$ cat src/sv/i2cbm_pkg.sv
// ----------------------------------------------------------------------------
// i2cbm_pkg
// Shared types and constants of the byte-level I2C master core.
// ----------------------------------------------------------------------------
package i2cbm_pkg;

    localparam int HALF_W      = 16;
    localparam int TIMEOUT_W   = 8;
    localparam int CFG_INDEX_W = 8;
    localparam int CFG_DATA_W  = 16;
    localparam int BYTE_W      = 8;
    localparam int BITCNT_W    = 4;
    localparam int REQ_W       = 3;

    localparam logic [HALF_W-1:0]    HALF_PERIOD_RESET = 16'd5;
    localparam logic [TIMEOUT_W-1:0] ACK_TIMEOUT_RESET = 8'd250;
    localparam logic [BITCNT_W-1:0]  BITS_PER_BYTE     = 4'd8;

    // register indexes on the configuration port
    localparam logic [CFG_INDEX_W-1:0] CFG_HALF_PERIOD = 8'd0;
    localparam logic [CFG_INDEX_W-1:0] CFG_ACK_TIMEOUT = 8'd1;

    // command codes
    localparam logic [REQ_W-1:0] REQ_NONE    = 3'd0;
    localparam logic [REQ_W-1:0] REQ_START   = 3'd1;
    localparam logic [REQ_W-1:0] REQ_STOP    = 3'd2;
    localparam logic [REQ_W-1:0] REQ_WRITE   = 3'd3;
    localparam logic [REQ_W-1:0] REQ_RD_ACK  = 3'd4;
    localparam logic [REQ_W-1:0] REQ_RD_NACK = 3'd5;

    typedef enum logic [14:0] {
        PH_IDLE     = 15'h0001,
        PH_START_A  = 15'h0002,
        PH_START_B  = 15'h0004,
        PH_STOP_A   = 15'h0008,
        PH_STOP_B   = 15'h0010,
        PH_WR_LOW   = 15'h0020,
        PH_WR_HIGH  = 15'h0040,
        PH_WR_TAIL  = 15'h0080,
        PH_ACK_HIGH = 15'h0100,
        PH_TO_A     = 15'h0200,
        PH_TO_B     = 15'h0400,
        PH_RD_LOW   = 15'h0800,
        PH_RD_HIGH  = 15'h1000,
        PH_RACK_A   = 15'h2000,
        PH_RACK_B   = 15'h4000
    } phase_t;

    typedef struct packed {
        logic [HALF_W-1:0]    half_period;
        logic [TIMEOUT_W-1:0] ack_timeout;
    } cfg_t;

    typedef struct packed {
        logic [REQ_W-1:0]  req_type;
        logic [BYTE_W-1:0] tx_byte;
        logic              sda_sample;
    } tick_t;

    typedef struct packed {
        logic              scl_level;
        logic              sda_release;
        logic              busy_res;
        logic [BYTE_W-1:0] rx_byte;
        logic              cmd_done;
        logic              ack_error;
    } result_t;

    // handshake between the pipeline stages
    typedef struct packed {
        logic advance;
    } flow_t;

endpackage

$ cat src/sv/i2cbm_cfg_regs.sv
// ----------------------------------------------------------------------------
// i2cbm_cfg_regs
// Configuration registers: half bit phase length and acknowledge timeout.
// ----------------------------------------------------------------------------
module i2cbm_cfg_regs (
    input  logic                               aclk,
    input  logic                               aresetn,
    input  logic                               cfg_valid,
    output logic                               cfg_ready,
    input  logic [i2cbm_pkg::CFG_INDEX_W-1:0]  cfg_index,
    input  logic [i2cbm_pkg::CFG_DATA_W-1:0]   cfg_data,
    output i2cbm_pkg::cfg_t                    cfg
);

    logic [i2cbm_pkg::HALF_W-1:0]    half_reg;
    logic [i2cbm_pkg::TIMEOUT_W-1:0] timeout_reg;

    assign cfg_ready = 1'b1;

    always_ff @(posedge aclk) begin
        if (!aresetn) begin
            half_reg    <= i2cbm_pkg::HALF_PERIOD_RESET;
            timeout_reg <= i2cbm_pkg::ACK_TIMEOUT_RESET;
        end else if (cfg_valid && cfg_ready) begin
            // writes beyond the register list fall through
            unique case (cfg_index)
                i2cbm_pkg::CFG_HALF_PERIOD: begin
                    half_reg <= cfg_data[i2cbm_pkg::HALF_W-1:0];
                end
                i2cbm_pkg::CFG_ACK_TIMEOUT: begin
                    timeout_reg <= cfg_data[i2cbm_pkg::TIMEOUT_W-1:0];
                end
                default: begin
                end
            endcase
        end
    end

    assign cfg.half_period = half_reg;
    assign cfg.ack_timeout = timeout_reg;

endmodule

$ cat src/sv/i2cbm_in_reg.sv
// ----------------------------------------------------------------------------
// i2cbm_in_reg
// Input register holding one bus tick until the engine takes it.
// ----------------------------------------------------------------------------
module i2cbm_in_reg (
    input  logic              aclk,
    input  logic              aresetn,
    input  logic              s_tvalid,
    output logic              s_tready,
    input  i2cbm_pkg::tick_t  tick_in,
    input  logic              out_ready,
    output i2cbm_pkg::flow_t  flow,
    output i2cbm_pkg::tick_t  tick_q
);

    logic             valid_reg;
    logic             valid_next;
    i2cbm_pkg::tick_t tick_reg;
    logic             advance;

    assign advance  = valid_reg && out_ready;
    assign s_tready = !valid_reg || out_ready;

    always_comb begin
        valid_next = valid_reg;
        if (s_tvalid && s_tready) begin
            valid_next = 1'b1;
        end else if (advance) begin
            valid_next = 1'b0;
        end
    end

    always_ff @(posedge aclk) begin
        if (!aresetn) begin
            valid_reg <= 1'b0;
        end else begin
            valid_reg <= valid_next;
        end
    end

    always_ff @(posedge aclk) begin
        if (s_tvalid && s_tready) begin
            tick_reg <= tick_in;
        end
    end

    assign flow.advance = advance;
    assign tick_q       = tick_reg;

endmodule

$ cat src/sv/i2cbm_engine.sv
// ----------------------------------------------------------------------------
// i2cbm_engine
// Bus sequencer: phase machine, half phase timer, shifter and ack polling.
// One step per tick; produces the bus levels and status after the tick.
// ----------------------------------------------------------------------------
module i2cbm_engine (
    input  logic                aclk,
    input  logic                aresetn,
    input  i2cbm_pkg::cfg_t     cfg,
    input  i2cbm_pkg::flow_t    flow,
    input  i2cbm_pkg::tick_t    tick,
    output i2cbm_pkg::result_t  result
);

    i2cbm_pkg::phase_t phase_reg, phase_next;
    logic [i2cbm_pkg::BITCNT_W-1:0]  bit_count_reg, bit_count_next;
    logic [i2cbm_pkg::BYTE_W-1:0]    shift_reg, shift_next;
    logic [i2cbm_pkg::HALF_W-1:0]    tick_count_reg, tick_count_next;
    logic [i2cbm_pkg::TIMEOUT_W-1:0] wait_count_reg, wait_count_next;
    logic                            scl_reg, scl_next;
    logic                            sda_reg, sda_next;
    logic                            read_ack_reg, read_ack_next;
    logic [i2cbm_pkg::BYTE_W-1:0]    rx_last_reg, rx_last_next;

    logic                            done;
    logic                            err;
    logic [i2cbm_pkg::HALF_W-1:0]    half_m1;
    logic [i2cbm_pkg::BITCNT_W-1:0]  bit_inc;
    logic [i2cbm_pkg::BYTE_W-1:0]    shift_left;

    // a zero half period behaves as one tick
    assign half_m1    = (cfg.half_period == '0) ? '0 : cfg.half_period - 1'b1;
    assign bit_inc    = bit_count_reg + 1'b1;
    assign shift_left = {shift_reg[i2cbm_pkg::BYTE_W-2:0], 1'b0};

    always_comb begin
        phase_next      = phase_reg;
        bit_count_next  = bit_count_reg;
        shift_next      = shift_reg;
        tick_count_next = tick_count_reg;
        wait_count_next = wait_count_reg;
        scl_next        = scl_reg;
        sda_next        = sda_reg;
        read_ack_next   = read_ack_reg;
        rx_last_next    = rx_last_reg;
        done            = 1'b0;
        err             = 1'b0;

        if (phase_reg == i2cbm_pkg::PH_IDLE) begin
            unique case (tick.req_type) inside
                i2cbm_pkg::REQ_START: begin
                    phase_next      = i2cbm_pkg::PH_START_A;
                    scl_next        = 1'b1;
                    sda_next        = 1'b1;
                    tick_count_next = half_m1;
                end
                i2cbm_pkg::REQ_STOP: begin
                    phase_next      = i2cbm_pkg::PH_STOP_A;
                    scl_next        = 1'b0;
                    sda_next        = 1'b0;
                    tick_count_next = half_m1;
                end
                i2cbm_pkg::REQ_WRITE: begin
                    shift_next      = tick.tx_byte;
                    bit_count_next  = '0;
                    phase_next      = i2cbm_pkg::PH_WR_LOW;
                    scl_next        = 1'b0;
                    sda_next        = tick.tx_byte[i2cbm_pkg::BYTE_W-1];
                    tick_count_next = half_m1;
                end
                i2cbm_pkg::REQ_RD_ACK, i2cbm_pkg::REQ_RD_NACK: begin
                    read_ack_next   = (tick.req_type == i2cbm_pkg::REQ_RD_ACK);
                    shift_next      = '0;
                    bit_count_next  = '0;
                    phase_next      = i2cbm_pkg::PH_RD_LOW;
                    scl_next        = 1'b0;
                    sda_next        = 1'b1;
                    tick_count_next = half_m1;
                end
                default: begin
                end
            endcase
        end else if (tick_count_reg != '0) begin
            tick_count_next = tick_count_reg - 1'b1;
        end else begin
            // entering a phase reloads the timer; finishing clears it
            tick_count_next = half_m1;
            unique case (phase_reg) inside
                i2cbm_pkg::PH_START_A: begin
                    phase_next = i2cbm_pkg::PH_START_B;
                    scl_next   = 1'b1;
                    sda_next   = 1'b0;
                end
                i2cbm_pkg::PH_START_B: begin
                    phase_next      = i2cbm_pkg::PH_IDLE;
                    scl_next        = 1'b0;
                    sda_next        = 1'b0;
                    tick_count_next = '0;
                    done            = 1'b1;
                end
                i2cbm_pkg::PH_STOP_A: begin
                    phase_next = i2cbm_pkg::PH_STOP_B;
                    scl_next   = 1'b1;
                    sda_next   = 1'b0;
                end
                i2cbm_pkg::PH_STOP_B, i2cbm_pkg::PH_TO_B: begin
                    phase_next      = i2cbm_pkg::PH_IDLE;
                    scl_next        = 1'b1;
                    sda_next        = 1'b1;
                    tick_count_next = '0;
                    done            = 1'b1;
                    err             = (phase_reg == i2cbm_pkg::PH_TO_B);
                end
                i2cbm_pkg::PH_WR_LOW: begin
                    phase_next = i2cbm_pkg::PH_WR_HIGH;
                    scl_next   = 1'b1;
                end
                i2cbm_pkg::PH_WR_HIGH: begin
                    phase_next = i2cbm_pkg::PH_WR_TAIL;
                    scl_next   = 1'b0;
                end
                i2cbm_pkg::PH_WR_TAIL: begin
                    bit_count_next = bit_inc;
                    shift_next     = shift_left;
                    if (bit_inc < i2cbm_pkg::BITS_PER_BYTE) begin
                        phase_next = i2cbm_pkg::PH_WR_LOW;
                        scl_next   = 1'b0;
                        sda_next   = shift_left[i2cbm_pkg::BYTE_W-1];
                    end else begin
                        wait_count_next = '0;
                        phase_next      = i2cbm_pkg::PH_ACK_HIGH;
                        scl_next        = 1'b1;
                        sda_next        = 1'b1;
                    end
                end
                i2cbm_pkg::PH_ACK_HIGH: begin
                    if (!tick.sda_sample) begin
                        phase_next      = i2cbm_pkg::PH_IDLE;
                        scl_next        = 1'b0;
                        sda_next        = 1'b1;
                        tick_count_next = '0;
                        done            = 1'b1;
                    end else if (wait_count_reg >= cfg.ack_timeout) begin
                        // no ack in time: drive a stop of our own
                        phase_next = i2cbm_pkg::PH_TO_A;
                        scl_next   = 1'b0;
                        sda_next   = 1'b0;
                    end else begin
                        // keep polling; timer stays at zero
                        wait_count_next = wait_count_reg + 1'b1;
                        tick_count_next = tick_count_reg;
                    end
                end
                i2cbm_pkg::PH_TO_A: begin
                    phase_next = i2cbm_pkg::PH_TO_B;
                    scl_next   = 1'b1;
                    sda_next   = 1'b0;
                end
                i2cbm_pkg::PH_RD_LOW: begin
                    phase_next     = i2cbm_pkg::PH_RD_HIGH;
                    scl_next       = 1'b1;
                    sda_next       = 1'b1;
                    shift_next     = {shift_reg[i2cbm_pkg::BYTE_W-2:0], tick.sda_sample};
                    bit_count_next = bit_inc;
                end
                i2cbm_pkg::PH_RD_HIGH: begin
                    scl_next = 1'b0;
                    if (bit_count_reg < i2cbm_pkg::BITS_PER_BYTE) begin
                        phase_next = i2cbm_pkg::PH_RD_LOW;
                        sda_next   = 1'b1;
                    end else begin
                        phase_next = i2cbm_pkg::PH_RACK_A;
                        sda_next   = !read_ack_reg;
                    end
                end
                i2cbm_pkg::PH_RACK_A: begin
                    phase_next = i2cbm_pkg::PH_RACK_B;
                    scl_next   = 1'b1;
                end
                i2cbm_pkg::PH_RACK_B: begin
                    rx_last_next    = shift_reg;
                    phase_next      = i2cbm_pkg::PH_IDLE;
                    scl_next        = 1'b0;
                    tick_count_next = '0;
                    done            = 1'b1;
                end
                default: begin
                    phase_next      = i2cbm_pkg::PH_IDLE;
                    tick_count_next = '0;
                end
            endcase
        end
    end

    always_ff @(posedge aclk) begin
        if (!aresetn) begin
            phase_reg      <= i2cbm_pkg::PH_IDLE;
            bit_count_reg  <= '0;
            shift_reg      <= '0;
            tick_count_reg <= '0;
            wait_count_reg <= '0;
            scl_reg        <= 1'b1;
            sda_reg        <= 1'b1;
            read_ack_reg   <= 1'b0;
            rx_last_reg    <= '0;
        end else if (flow.advance) begin
            phase_reg      <= phase_next;
            bit_count_reg  <= bit_count_next;
            shift_reg      <= shift_next;
            tick_count_reg <= tick_count_next;
            wait_count_reg <= wait_count_next;
            scl_reg        <= scl_next;
            sda_reg        <= sda_next;
            read_ack_reg   <= read_ack_next;
            rx_last_reg    <= rx_last_next;
        end
    end

    assign result.scl_level   = scl_next;
    assign result.sda_release = sda_next;
    assign result.busy_res    = (phase_next != i2cbm_pkg::PH_IDLE);
    assign result.rx_byte     = rx_last_next;
    assign result.cmd_done    = done;
    assign result.ack_error   = err;

endmodule

$ cat src/sv/i2cbm_out_reg.sv
// ----------------------------------------------------------------------------
// i2cbm_out_reg
// Result register on the master side; holds a beat while the sink stalls.
// ----------------------------------------------------------------------------
module i2cbm_out_reg (
    input  logic                aclk,
    input  logic                aresetn,
    input  logic                advance,
    input  i2cbm_pkg::result_t  result_in,
    output logic                m_tvalid,
    input  logic                m_tready,
    output logic                out_ready,
    output i2cbm_pkg::result_t  result_q
);

    logic               valid_reg;
    logic               valid_next;
    i2cbm_pkg::result_t result_reg;

    assign out_ready = !valid_reg || m_tready;

    always_comb begin
        valid_next = valid_reg;
        if (advance) begin
            valid_next = 1'b1;
        end else if (m_tready) begin
            valid_next = 1'b0;
        end
    end

    always_ff @(posedge aclk) begin
        if (!aresetn) begin
            valid_reg <= 1'b0;
        end else begin
            valid_reg <= valid_next;
        end
    end

    always_ff @(posedge aclk) begin
        if (advance) begin
            result_reg <= result_in;
        end
    end

    assign m_tvalid = valid_reg;
    assign result_q = result_reg;

endmodule

$ cat src/sv/i2c_byte_level_master_core.sv
// ----------------------------------------------------------------------------
// i2c_byte_level_master_core
// Byte-level I2C master stepped by one bus tick per input beat.
//
//   channel   dir   handshake            payload
//   s_        in    s_tvalid/s_tready    tick: command, tx byte, sda sample
//   m_        out   m_tvalid/m_tready    bus levels and status after the tick
//   cfg_      in    cfg_valid/cfg_ready  register index and write data
//
// one beat in gives one beat out, through the input register and the result
// register; a new beat is taken every cycle while the sink keeps up.
// the phase machine and timers advance once per beat, so the bus timing is
// counted in beats, not clock cycles.
// a stall on m_ backs up through both registers to s_tready.
// reset is synchronous, active low; configuration writes are always accepted.
// ----------------------------------------------------------------------------
module i2c_byte_level_master_core (
    input  logic                               aclk,
    input  logic                               aresetn,
    input  logic                               s_tvalid,
    output logic                               s_tready,
    input  logic [15:0]                        s_tdata,  // tx_byte[7:0], sda_sample[8]
    input  logic [2:0]                         s_tuser,  // req_type[2:0]
    output logic                               m_tvalid,
    input  logic                               m_tready,
    // scl_level[0], sda_release[1], busy_res[2], rx_byte[10:3],
    // cmd_done[11], ack_error[12]
    output logic [15:0]                        m_tdata,
    input  logic                               cfg_valid,
    output logic                               cfg_ready,
    input  logic [i2cbm_pkg::CFG_INDEX_W-1:0]  cfg_index,
    input  logic [i2cbm_pkg::CFG_DATA_W-1:0]   cfg_data
);

    i2cbm_pkg::cfg_t    cfg;
    i2cbm_pkg::tick_t   tick_in;
    i2cbm_pkg::tick_t   tick_q;
    i2cbm_pkg::flow_t   flow;
    i2cbm_pkg::result_t result;
    i2cbm_pkg::result_t result_q;
    logic               out_ready;

    assign tick_in.req_type   = s_tuser;
    assign tick_in.tx_byte    = s_tdata[7:0];
    assign tick_in.sda_sample = s_tdata[8];

    i2cbm_cfg_regs u_cfg (
        .aclk      (aclk),
        .aresetn   (aresetn),
        .cfg_valid (cfg_valid),
        .cfg_ready (cfg_ready),
        .cfg_index (cfg_index),
        .cfg_data  (cfg_data),
        .cfg       (cfg)
    );

    i2cbm_in_reg u_in (
        .aclk      (aclk),
        .aresetn   (aresetn),
        .s_tvalid  (s_tvalid),
        .s_tready  (s_tready),
        .tick_in   (tick_in),
        .out_ready (out_ready),
        .flow      (flow),
        .tick_q    (tick_q)
    );

    i2cbm_engine u_engine (
        .aclk    (aclk),
        .aresetn (aresetn),
        .cfg     (cfg),
        .flow    (flow),
        .tick    (tick_q),
        .result  (result)
    );

    i2cbm_out_reg u_out (
        .aclk      (aclk),
        .aresetn   (aresetn),
        .advance   (flow.advance),
        .result_in (result),
        .m_tvalid  (m_tvalid),
        .m_tready  (m_tready),
        .out_ready (out_ready),
        .result_q  (result_q)
    );

    assign m_tdata = {3'b000,
                      result_q.ack_error,
                      result_q.cmd_done,
                      result_q.rx_byte,
                      result_q.busy_res,
                      result_q.sda_release,
                      result_q.scl_level};

endmodule

$ cat config.mk
export PLATFORM = sky130hd
export DESIGN_NAME = i2c_byte_level_master_core
export DESIGN_NICKNAME = d
export VERILOG_FILES = /design/src/sv/i2cbm_pkg.sv /design/src/sv/i2cbm_cfg_regs.sv /design/src/sv/i2cbm_in_reg.sv /design/src/sv/i2cbm_engine.sv /design/src/sv/i2cbm_out_reg.sv /design/src/sv/i2c_byte_level_master_core.sv
export SDC_FILE = /design/constraint.sdc
export NUM_CORES = 1
export LEC_CHECK = 0
export BUFFER_PORTS_ARGS = -buffer_cell sky130_fd_sc_hd__buf_4
export CAP_MARGIN = 10
export CELL_PAD_IN_SITES_DETAIL_PLACEMENT = 1
export CELL_PAD_IN_SITES_GLOBAL_PLACEMENT = 2
export CORE_AREA = 3 3 170 122
export CTS_CLUSTER_SIZE = 24
export DETAILED_ROUTE_END_ITERATION = 10
export DIE_AREA = 0 0 173 125
export GPL_TIMING_DRIVEN = 1
export PLACE_DENSITY_LB_ADDON = 0.25
export SYNTH_ARGS = -nofsm -noshare
export SYNTH_HDL_FRONTEND = slang
export SYNTH_SLANG_ARGS = --single-unit
$ cat constraint.sdc
create_clock -name aclk -period 2.9 [get_ports aclk]
set_input_delay 0.29 -clock aclk [delete_from_list [all_inputs] [get_ports aclk]]
set_output_delay 0.29 -clock aclk [all_outputs]
set_load 0.05 [all_outputs]
== Word-level counts from Yosys, hierarchy flattened ==
Index checks and enable logic that the tools add are counted.
Operators by class
  magnitude comparators: 3
  mux-type cells: 51
  add/sub/neg operators: 4
  reduce and logical (&&, ||, !) cells: 37
  equality and inequality tests: 30
  bitwise operators: 3
Operator list (count)
  $pmux 15 s10: 1
  $mux 16: 6
  $mux 8: 8
  $mux 15: 4
  $pmux 15 s4: 1
  $pmux 8 s2: 3
  $pmux 16 s2: 1
  $sub 16x1->16 const B: 2
  $logic_not 16->1: 1
  $mux 1: 16
  $mux 4: 4
  $reduce_bool 16->1: 1
  $reduce_or 4->1: 4
  $eq 15x1->1 const B: 1
  $eq 15x10->1 const B: 1
  $eq 15x11->1 const B: 1
  $eq 15x12->1 const B: 1
  $eq 15x13->1 const B: 1
  $eq 15x14->1 const B: 1
  $eq 15x15->1 const B: 1
  $eq 15x2->1 const B: 1
  $eq 15x3->1 const B: 1
  $eq 15x4->1 const B: 1
  $eq 15x5->1 const B: 1
  39 further kinds: 65
Word-level totals
  input bits: 48
  word-level logic and storage cells: 150
  register bits: 113

== Logic depth before layout (Yosys ltp) ==
Gate-level depths: netlist of the first run.
  word-level depth: 7
  depth in mapped cells: 12

== By module ==
A second synthesis of the first run with hierarchy kept.
Unflattened totals
  cells, all modules: 784
  area, all modules: 6647.6 um2
By module, submodules not included
  i2cbm_engine: sequential area each 1241.2 um2, times used 1, cells an instance 636, area an instance 4704.5 um2
  i2cbm_cfg_regs: sequential area each 480.5 um2, times used 1, cells an instance 109, area an instance 1052.3 um2
  i2cbm_out_reg: sequential area each 410.4 um2, times used 1, cells an instance 17, area an instance 439.2 um2
  i2cbm_in_reg: sequential area each 380.4 um2, times used 1, cells an instance 18, area an instance 425.4 um2
  i2c_byte_level_master_core: sequential area each 0.0 um2, times used 1, cells an instance 4, area an instance 26.3 um2

== Least setup slack after synthesis of the first run ==
No wires, ideal clock.
  path kind: reg2reg
  from: register u_engine.tick_count_reg[0] (netlist bit)
  to: register u_out.result_reg, in the netlist u_out.result_q[10] (data pin)
  period minus slack after synthesis: 2.569 ns
  data required time: 2.621 ns
  library setup time: 0.279 ns
  path slack: 0.331 ns
  data arrival time: 2.290 ns
  path buffers: 2
  cell stages (with the launch flop): 12
  cells stage by stage: dfxtp_1 inv_1 ha_1 nor3b_2 and3_1 buf_2 nand2_1 clkbuf_1 a2111oi_0 a21oi_1 a2111oi_1 o211ai_1
RTL lines
  start: declaration: RTL line i2cbm_engine.sv:18  | logic [i2cbm_pkg::HALF_W-1:0] tick_count_reg, tick_count_next;
  start signal: assignment: RTL line i2cbm_engine.sv:210  | tick_count_reg <= tick_count_next;
  end signal: assignment: RTL line i2cbm_out_reg.sv:41  | result_reg <= result_in;
  end: declaration: RTL line i2cbm_out_reg.sv:18  | i2cbm_pkg::result_t result_reg;

==> results of run 1 <==
[cell usage in the layout, fill, tap and decap left out, types with 5 or more instances in the layout]
cell type,count
a32oi_1,5
o21ai_0,23
a211oi_1,6
o211ai_1,6
nand4_1,12
nand2b_1,6
dfxtp_1,88
or4b_2,5
nand3_1,28
xnor2_1,11
o22ai_1,5
xor2_1,14
nand2_1,80
clkbuf_16,17
or3_1,10
nor3_1,13
buf_4,92
or4_1,5
nor4b_1,8
inv_6,5
a31oi_1,6
mux2_2,9
a21oi_1,53
edfxtp_1,25
o31ai_1,6
mux2i_1,26
nor2_1,89
and3_1,11
inv_1,20
nor4_1,11
and2_1,6
ha_1,14
[layer usage]
layer	GRT usage	wire, microns
met1	0.308	11400
met2	0.295	9070
met3	0.0427	1010
met4	0.0400	144
met5	0	0
[worst max path at each step]
stage / startpoint / endpoint / slack, ps / cells past startpoint
after floorplan: u_engine.tick_count_reg[0] / u_out.result_q[10] / 330 / 11
after global placement: u_engine.phase_reg[0] / u_out.result_q[12] / 160 / 8
after detailed placement: u_engine.tick_count_reg[1] / u_engine.wait_count_reg[6] / 150 / 10
after CTS: u_engine.tick_count_reg[1] / u_engine.wait_count_reg[6] / 120 / 10
after global routing: u_engine.tick_count_reg[1] / u_out.result_q[10] / 20 / 9
final: u_engine.phase_reg[9] / u_out.result_q[12] / 100 / 6
[logic make-up (layout without fill, tap and decap cells)]
logic type,Yosys count,after routing,synth area share
xor gates and xnor gates,25,25,0.0346
other,2,4,0.00119
buffers and inverters,66,149,0.0522
adders and majority gates,14,14,0.0277
AOI/OAI and AO/OA,156,156,0.163
and+or+nand+nor,318,318,0.267
muxes,35,35,0.0572
DFF,113,113,0.397
[cell type report]
| type | instances | area [sq um] | area share |
|---|---|---|---|
| Clock inverter | 14 | 146 | 0.0188 |
| Inverter | 21 | 78.8 | 0.0101 |
| Timing Repair Buffer | 96 | 771 | 0.0991 |
| Tap cell | 264 | 330 | 0.0425 |
| Clock buffer | 18 | 429 | 0.0552 |
| Multi-Input combinational cell | 552 | 3510 | 0.451 |
| Sequential cell | 113 | 2510 | 0.323 |
[per-stage QoR]
stage,cells,util,hold slack (ps),cell area (sq um)
2_1_floorplan,731,-,389,6330
3_3_place_gp,1046,0.378,440,7190
3_5_place_dp,1046,0.378,457,7190
4_1_cts,1078,0.408,26.3,7760
5_1_grt,1078,0.409,16.1,7780
6_report,1078,0.409,43.9,7780
[worst register-to-register path, delay by kind of cell, from the launching register on]
family / cells / cell delay, ps
AO/OA/AOI/OAI: 3 / 570
flip-flops: 1 / 450
AND/OR/NAND/NOR: 3 / 1510
[report_power, final]
group | total (mW) | switching (mW) | internal, mW | leakage [nW]
Clock | 2.06 | 0.853 | 1.21 | 0.282
Sequential | 1.72 | 0.0560 | 1.67 | 0.945
Combinational | 1.11 | 0.692 | 0.422 | 1.82
[timing repair]
action / in CTS / in global routing
setup endpoints to repair: 0 / 13
hold buffers: 0 / 0
gates resized for setup: 0 / 3
==> out/qor.txt, run 1 <==
DETAILED ROUTING
--------------------------------------------------------------------------------
Via count                                                                   5943
DRC marker count from the first detailed-route iteration                     415
Residual DRC                                                                   0
Wire length per cell after detailed routing                         20.1 microns
Total routed wirelength                                                  21.6 mm
Pre-Repair DR Iteration Count                                                  5
Count of antenna-violating nets left after detailed routing                    0
Via count normalized by instance count                                      5.51

GLOBAL ROUTING
--------------------------------------------------------------------------------
Antenna violations before repair                                               0
Maximum number of pins on one net before global-route repair                  52
Number of global-route vias before repair                                   6076
Global-route wire length before repair                                   34.7 mm
Remaining Overflow, GRT                                                        0
Global router's overall resource usage                                     0.203

YOSYS
--------------------------------------------------------------------------------
Number of flip-flops and latches in the synthesized netlist                  113
Largest cells by area after synthesis                               dfxtp_1 (28%), edfxtp_1 (12%), nor2_1 (5.3%)
Library cells used by synthesis                                               79
Post-synth top area share                                                  0.278
Post-synthesis area per instance                                      8.68 sq um
Synth warn                                                                     0
Most repeated cell in the gate-level netlist after synthesis              nor2_1
Most numerous cell types in the synthesized netlist                 nor2_1 (90), dfxtp_1 (88), nand2_1 (80), a21oi_1 (53), nand3_1 (28)
Mapped Area                                                         0.00633 sq mm
Cell taking the most area after synthesis                                dfxtp_1
Count of flip-flops with a built-in enable after synthesis                    25
Seq/Total Area, Yosys                                                      0.397
Synthesized instance count                                                   729
Most frequently used flop master after synthesis                         dfxtp_1
Async S/R FF share, synth                                                      0

FLOORPLAN
--------------------------------------------------------------------------------
Die Outline Area                                                    0.0216 sq mm
Std cell rows                                                                 42
Vertical extent of the die                                           125 microns
I/O Pins                                                                      67
Horiz. Die Dim                                                       173 microns
Starting density of the core                                               0.333
Area of the core                                                    0.0190 sq mm

MIN PATH
--------------------------------------------------------------------------------
Worst hold-check path type                                          primary input to flop
Number of cells on the worst hold path                                         1
Hold worst-path end                                                 u_in.tick_q[3]
Hold Crit Start                                                       s_tdata[2]

CRITICAL PATH
--------------------------------------------------------------------------------
Top delay family on crit path                                       simple AND/OR/NAND/NOR gates
Setup slack, reg-to-reg                                                   100 ps
Data arrival time of the critical path                                   2940 ps
Cells on worst reg2reg path                                                    6
Cell mode on critical path                                              o211ai_1
Worst setup path category                                           flop to flop
Reg2reg end                                                         u_out.result_q[12]
Slowest-stage cell, CP                                                     or4_4
Combined buffer and inverter count along the critical path                     0
Kind of start point of the critical path                                    flop
Data required, critical path                                             3040 ps
CP max stage delay                                                        680 ps
CP endpoint kind                                                            flop
Highest net fanout along the worst path                                       10
Crit-path cells                                                     or4_4, nor3_1, and4b_1, o311ai_0, o211ai_1, o211ai_1
FF-to-FF Start                                                      u_engine.phase_reg[9]

CLOCK TREE
--------------------------------------------------------------------------------
Clk root buf                                                           clkbuf_16
Number of levels the H-tree was split into                                     4
Worst-case clock buffer depth                                                  2
Number of buffers inserted to repair setup after CTS                           0
Clk_lat worst skew                                                        420 ps
TritonCTS clock tree                                                         yes
Clock transition at path regs                                              60 ps
Number of sinks driven by the clock tree                                     113
Clock buffers created by TritonCTS                                            17

LAYOUT
--------------------------------------------------------------------------------
Fillers                                                                     2263
Fraction of final layout cells with drive strength greater than 1          0.213
Synth-to-Final Area Change                                                 22.9%
Ant. Diodes                                                                    0
Layout Nets                                                                  863

STA
--------------------------------------------------------------------------------
Post-route fraction of the period consumed by the critical path            0.966
Final WS setup                                                           98.8 ps
Hold Fails Final Rpt                                                           0
Number of setup violations in the final report                                 0
Transition time at the pin with the least slew margin                    1060 ps
Sum of negative setup slack                                                 0 ps
Layout Skew                                                              10.3 ps
Final-report max-slew violation count                                          0
Shortest period the worst path allows                                    2800 ps
Unrepaired setup endpoints after global routing                            false
Max frequency                                                            357 MHz
Worst slew margin relative to its limit                                    0.289

OUTCOME
--------------------------------------------------------------------------------
Run status                                                          finished, final reports clean

RUN
--------------------------------------------------------------------------------
Max-cap viol count                                                             0

PLACED DESIGN
--------------------------------------------------------------------------------
Routability-driven placement congestion ratio                              0.924
Post-Place Setup Slack                                                    146 ps
Port Buffer Count                                                             55
Detailed-placement wirelength estimate                                   16.0 mm

PWR
--------------------------------------------------------------------------------
Total power of the final layout                                          4.90 mW
Power density over the cells                                         630 mW/mm^2
Max rail drop VDD                                                         284 uV
Static power due to leakage                                              3.04 nW

No activity file was read; power rests on OpenSTA's default activity.
==> run 2, diff against run 1 <==
- RECOVER_POWER: default -> 25
- clock period: 2.9 -> 2.69 ns (I/O delays scaled with it)
==> run 2 against run 1 <==
  * The run now ends with capacitance limit left
  * Utilization up 1.7 points
  * Routed wire length increased by 3.2%
  * Die area is the same
  * Worst setup slack got worse by 85 ps
  * Sequential share of layout area down 1.3 points
  * Cell count is 3.2% higher
  * First-iteration DRC count shrank 9.2%
  * Combinational power grew 21%
  * Count of clock-buffer cells in the layout decreased by 1
  * Maximum frequency is 4.7% higher
  * Largest cell class unchanged
==> out/qor.txt, run 2 (synthesis results as in run 1) <==
OUTCOME
--------------------------------------------------------------------------------
Run status                                                          finished, violations left   was finished, final reports clean
Failing checks                                                      capacitance limit

CLOCK TREE
--------------------------------------------------------------------------------
Clk root buf                                                           clkbuf_16   unchanged
Number of sinks driven by the clock tree                                     113   unchanged
Clk_lat worst skew                                                        420 ps   about the same
Worst-case clock buffer depth                                                  2   unchanged
Number of levels the H-tree was split into                                     4   unchanged
Clock buffers created by TritonCTS                                            17   unchanged
Clock transition at path regs                                              60 ps   about the same
TritonCTS clock tree                                                         yes   unchanged

FLOORPLAN
--------------------------------------------------------------------------------
Area of the core                                                    0.0190 sq mm   unchanged
Horiz. Die Dim                                                       173 microns   unchanged
Std cell rows                                                                 42   unchanged
Die Outline Area                                                    0.0216 sq mm   unchanged
Starting density of the core                                               0.333   unchanged
Vertical extent of the die                                           125 microns   unchanged
I/O Pins                                                                      67   unchanged

PLACED DESIGN
--------------------------------------------------------------------------------
Port Buffer Count                                                             55   unchanged
Routability-driven placement congestion ratio                              0.910   was 0.924
Detailed-placement wirelength estimate                                   16.6 mm   was 16.0 mm
Post-Place Setup Slack                                                   -132 ps   was 146 ps
Placed standard-cell area                                           0.00742 sq mm   was 0.00719 sq mm

CRITICAL PATH
--------------------------------------------------------------------------------
Crit-path cells                                                     inv_1, ha_1, nor3b_4, and3_1, nand2_1, a2111oi_0, a21oi_1, a2111oi_2, o211ai_1   was or4_4, nor3_1, and4b_1, o311ai_0, o211ai_1, o211ai_1
FF-to-FF Start                                                      u_engine.tick_count_reg[1]   was u_engine.phase_reg[9]
CP max stage delay                                                        400 ps   was 680 ps
Setup slack, reg-to-reg                                                    10 ps   was 100 ps
Data required, critical path                                             2820 ps   was 3040 ps
CP endpoint kind                                                            flop   unchanged
Slowest-stage cell, CP                                                 a2111oi_0   was or4_4
Kind of start point of the critical path                                    flop   unchanged
Worst setup path category                                           flop to flop   unchanged
Reg2reg end                                                         u_out.result_q[10]   was u_out.result_q[12]
Worst setup path startpoint                                         u_engine.tick_count_reg[1]   was u_engine.phase_reg[9]
Data arrival time of the critical path                                   2810 ps   was 2940 ps
Cells on worst reg2reg path                                                    9   was 6
Capture point of the worst path                                     u_out.result_q[10]   was u_out.result_q[12]
Highest net fanout along the worst path                                        3   was 10

GLOBAL ROUTING
--------------------------------------------------------------------------------
Number of global-route vias before repair                                   6161   was 6076
Met2 track demand over resource                                            0.302   was 0.295
Global-route wire length before repair                                   34.8 mm   was 34.7 mm
Global-route track usage on met1                                           0.304   was 0.308
Grt met3 use                                                              0.0448   was 0.0427
Highest-utilization routing layer at the global route stage                 met1   unchanged
Antenna violations before repair                                               0   unchanged
Global router's overall resource usage                                     0.204   was 0.203
Remaining Overflow, GRT                                                        0   unchanged
Maximum number of pins on one net before global-route repair                  37   was 52

DETAILED ROUTING
--------------------------------------------------------------------------------
Residual DRC                                                                   0   unchanged
Count of antenna-violating nets left after detailed routing                    0   unchanged
Total routed wirelength                                                  22.3 mm   was 21.6 mm
Wire length per cell after detailed routing                         20.1 microns   about the same
DRC marker count from the first detailed-route iteration                     377   was 415
Via count                                                                   6060   was 5943
Via count normalized by instance count                                      5.44   was 5.51
Pre-Repair DR Iteration Count                                                  5   unchanged

PWR
--------------------------------------------------------------------------------
Power density over the cells                                         682 mW/mm^2   was 630 mW/mm^2
Max rail drop VDD                                                         338 uV   was 284 uV
Static power due to leakage                                              3.20 nW   was 3.04 nW

STA
--------------------------------------------------------------------------------
Hold Fails Final Rpt                                                           0   unchanged
Transition time at the pin with the least slew margin                    1470 ps   was 1060 ps
Worst slew margin relative to its limit                                   0.0158   was 0.289
Final WS setup                                                           14.1 ps   was 98.8 ps
Number of setup violations in the final report                                 0   unchanged
Layout Skew                                                              9.07 ps   was 10.3 ps
Sum of negative setup slack                                                 0 ps   unchanged
Unrepaired setup endpoints after global routing                             true   was false
Post-route fraction of the period consumed by the critical path            0.995   was 0.966
Final-report max-slew violation count                                          0   unchanged
Max frequency                                                            374 MHz   was 357 MHz
Shortest period the worst path allows                                    2680 ps   was 2800 ps

MIN PATH
--------------------------------------------------------------------------------
Worst hold-check path type                                          primary input to flop   unchanged

LAYOUT
--------------------------------------------------------------------------------
Fillers                                                                     2254   was 2263
Post-route core utilization                                                0.426   was 0.409
Most frequent cells in the layout                                   buf_4 (96), nor2_1 (88), dfxtp_1 (86)   was buf_4 (92), nor2_1 (89), dfxtp_1 (88)
Layout Nets                                                                  898   was 863
Ant. Diodes                                                                    0   unchanged
Fraction of final layout cells with drive strength greater than 1          0.239   was 0.213
Synth-to-Final Area Change                                                 28.0%   was 22.9%
Most common library cell in the layout ignoring fill and taps              buf_4   unchanged
Area of all placed cells without fillers                            0.00810 sq mm   was 0.00778 sq mm

RUN
--------------------------------------------------------------------------------
Max-cap viol count                                                             1   was 0

## run 2: cell types whose count changed in the layout (fill, tap and decap cells not counted), moves of 3 or more
cell / previous run / this run
clkbuf_1: 1 / 16
clkbuf_4: 0 / 13
buf_4: 92 / 96
or4b_4: 0 / 4
or4b_2: 5 / 2
## run 2: report_power, final
group,internal [mW],switching [mW]
clock,1.39,0.938
sequential,1.80,0.0585
combinational,0.531,0.805
## run 2: critical path: cells and delay by family (launching register included)
family,cells,cell delay (ps)
simple gates,3,590
flops,1,330
fa+ha+maj,1,200
buf+inv,1,90
compound gates,4,1180
## run 2: how the worst min path moves through the flow
stage | from | to | depth (start not counted)
global placement | u_engine.rx_last_reg[4] | u_engine.rx_last_reg[4] | 2
CTS | s_tdata[6] | u_in.tick_q[7] | 1
floorplan | s_tdata[8] | u_in.tick_q[0] | 0
detailed placement | s_tdata[6] | u_in.tick_q[7] | 1
finish | s_tdata[6] | u_in.tick_q[7] | 1
global route | s_tdata[3] | u_in.tick_q[4] | 1
## run 2: routing by layer
metal / wire length [microns] / share of wire / vias up
li1: - / - / 2874
met1: 11400 / 0.51 / 3023
met2: 9610 / 0.43 / 150
met3: 1210 / 0.054 / 13
met4: 166 / 0.0074 / 0
met5: 0 / 0 / -
## run 2: final cells by class
cell class | count | area (sq um) | share of cell area
multi-input cells | 552 | 3590 | 0.443
flip-flops and latches | 113 | 2510 | 0.311
repair buffers | 131 | 990 | 0.122
clock buffers | 17 | 425 | 0.0525
well taps | 264 | 330 | 0.0408
clock inverters | 15 | 173 | 0.0213
inverters | 21 | 78.8 | 0.00973
## run 2: through the flow
step,hold slack [ps],power [mW],instances
6_report,44.3,5.52,1113
5_1_grt,28.8,5.75,1113
4_1_cts,10.1,5.51,1108
3_5_place_dp,450,3.16,1076
3_3_place_gp,441,3.14,1076
2_1_floorplan,368,2.57,731
## run 2: what timing repair did
item / in CTS / in global routing
hold buffers: 0 / 0
buffers inserted: 0 / 5
pin swaps: 2 / 7
gates resized for setup: 5 / 18
endpoints found under the setup margin: 4 / 34
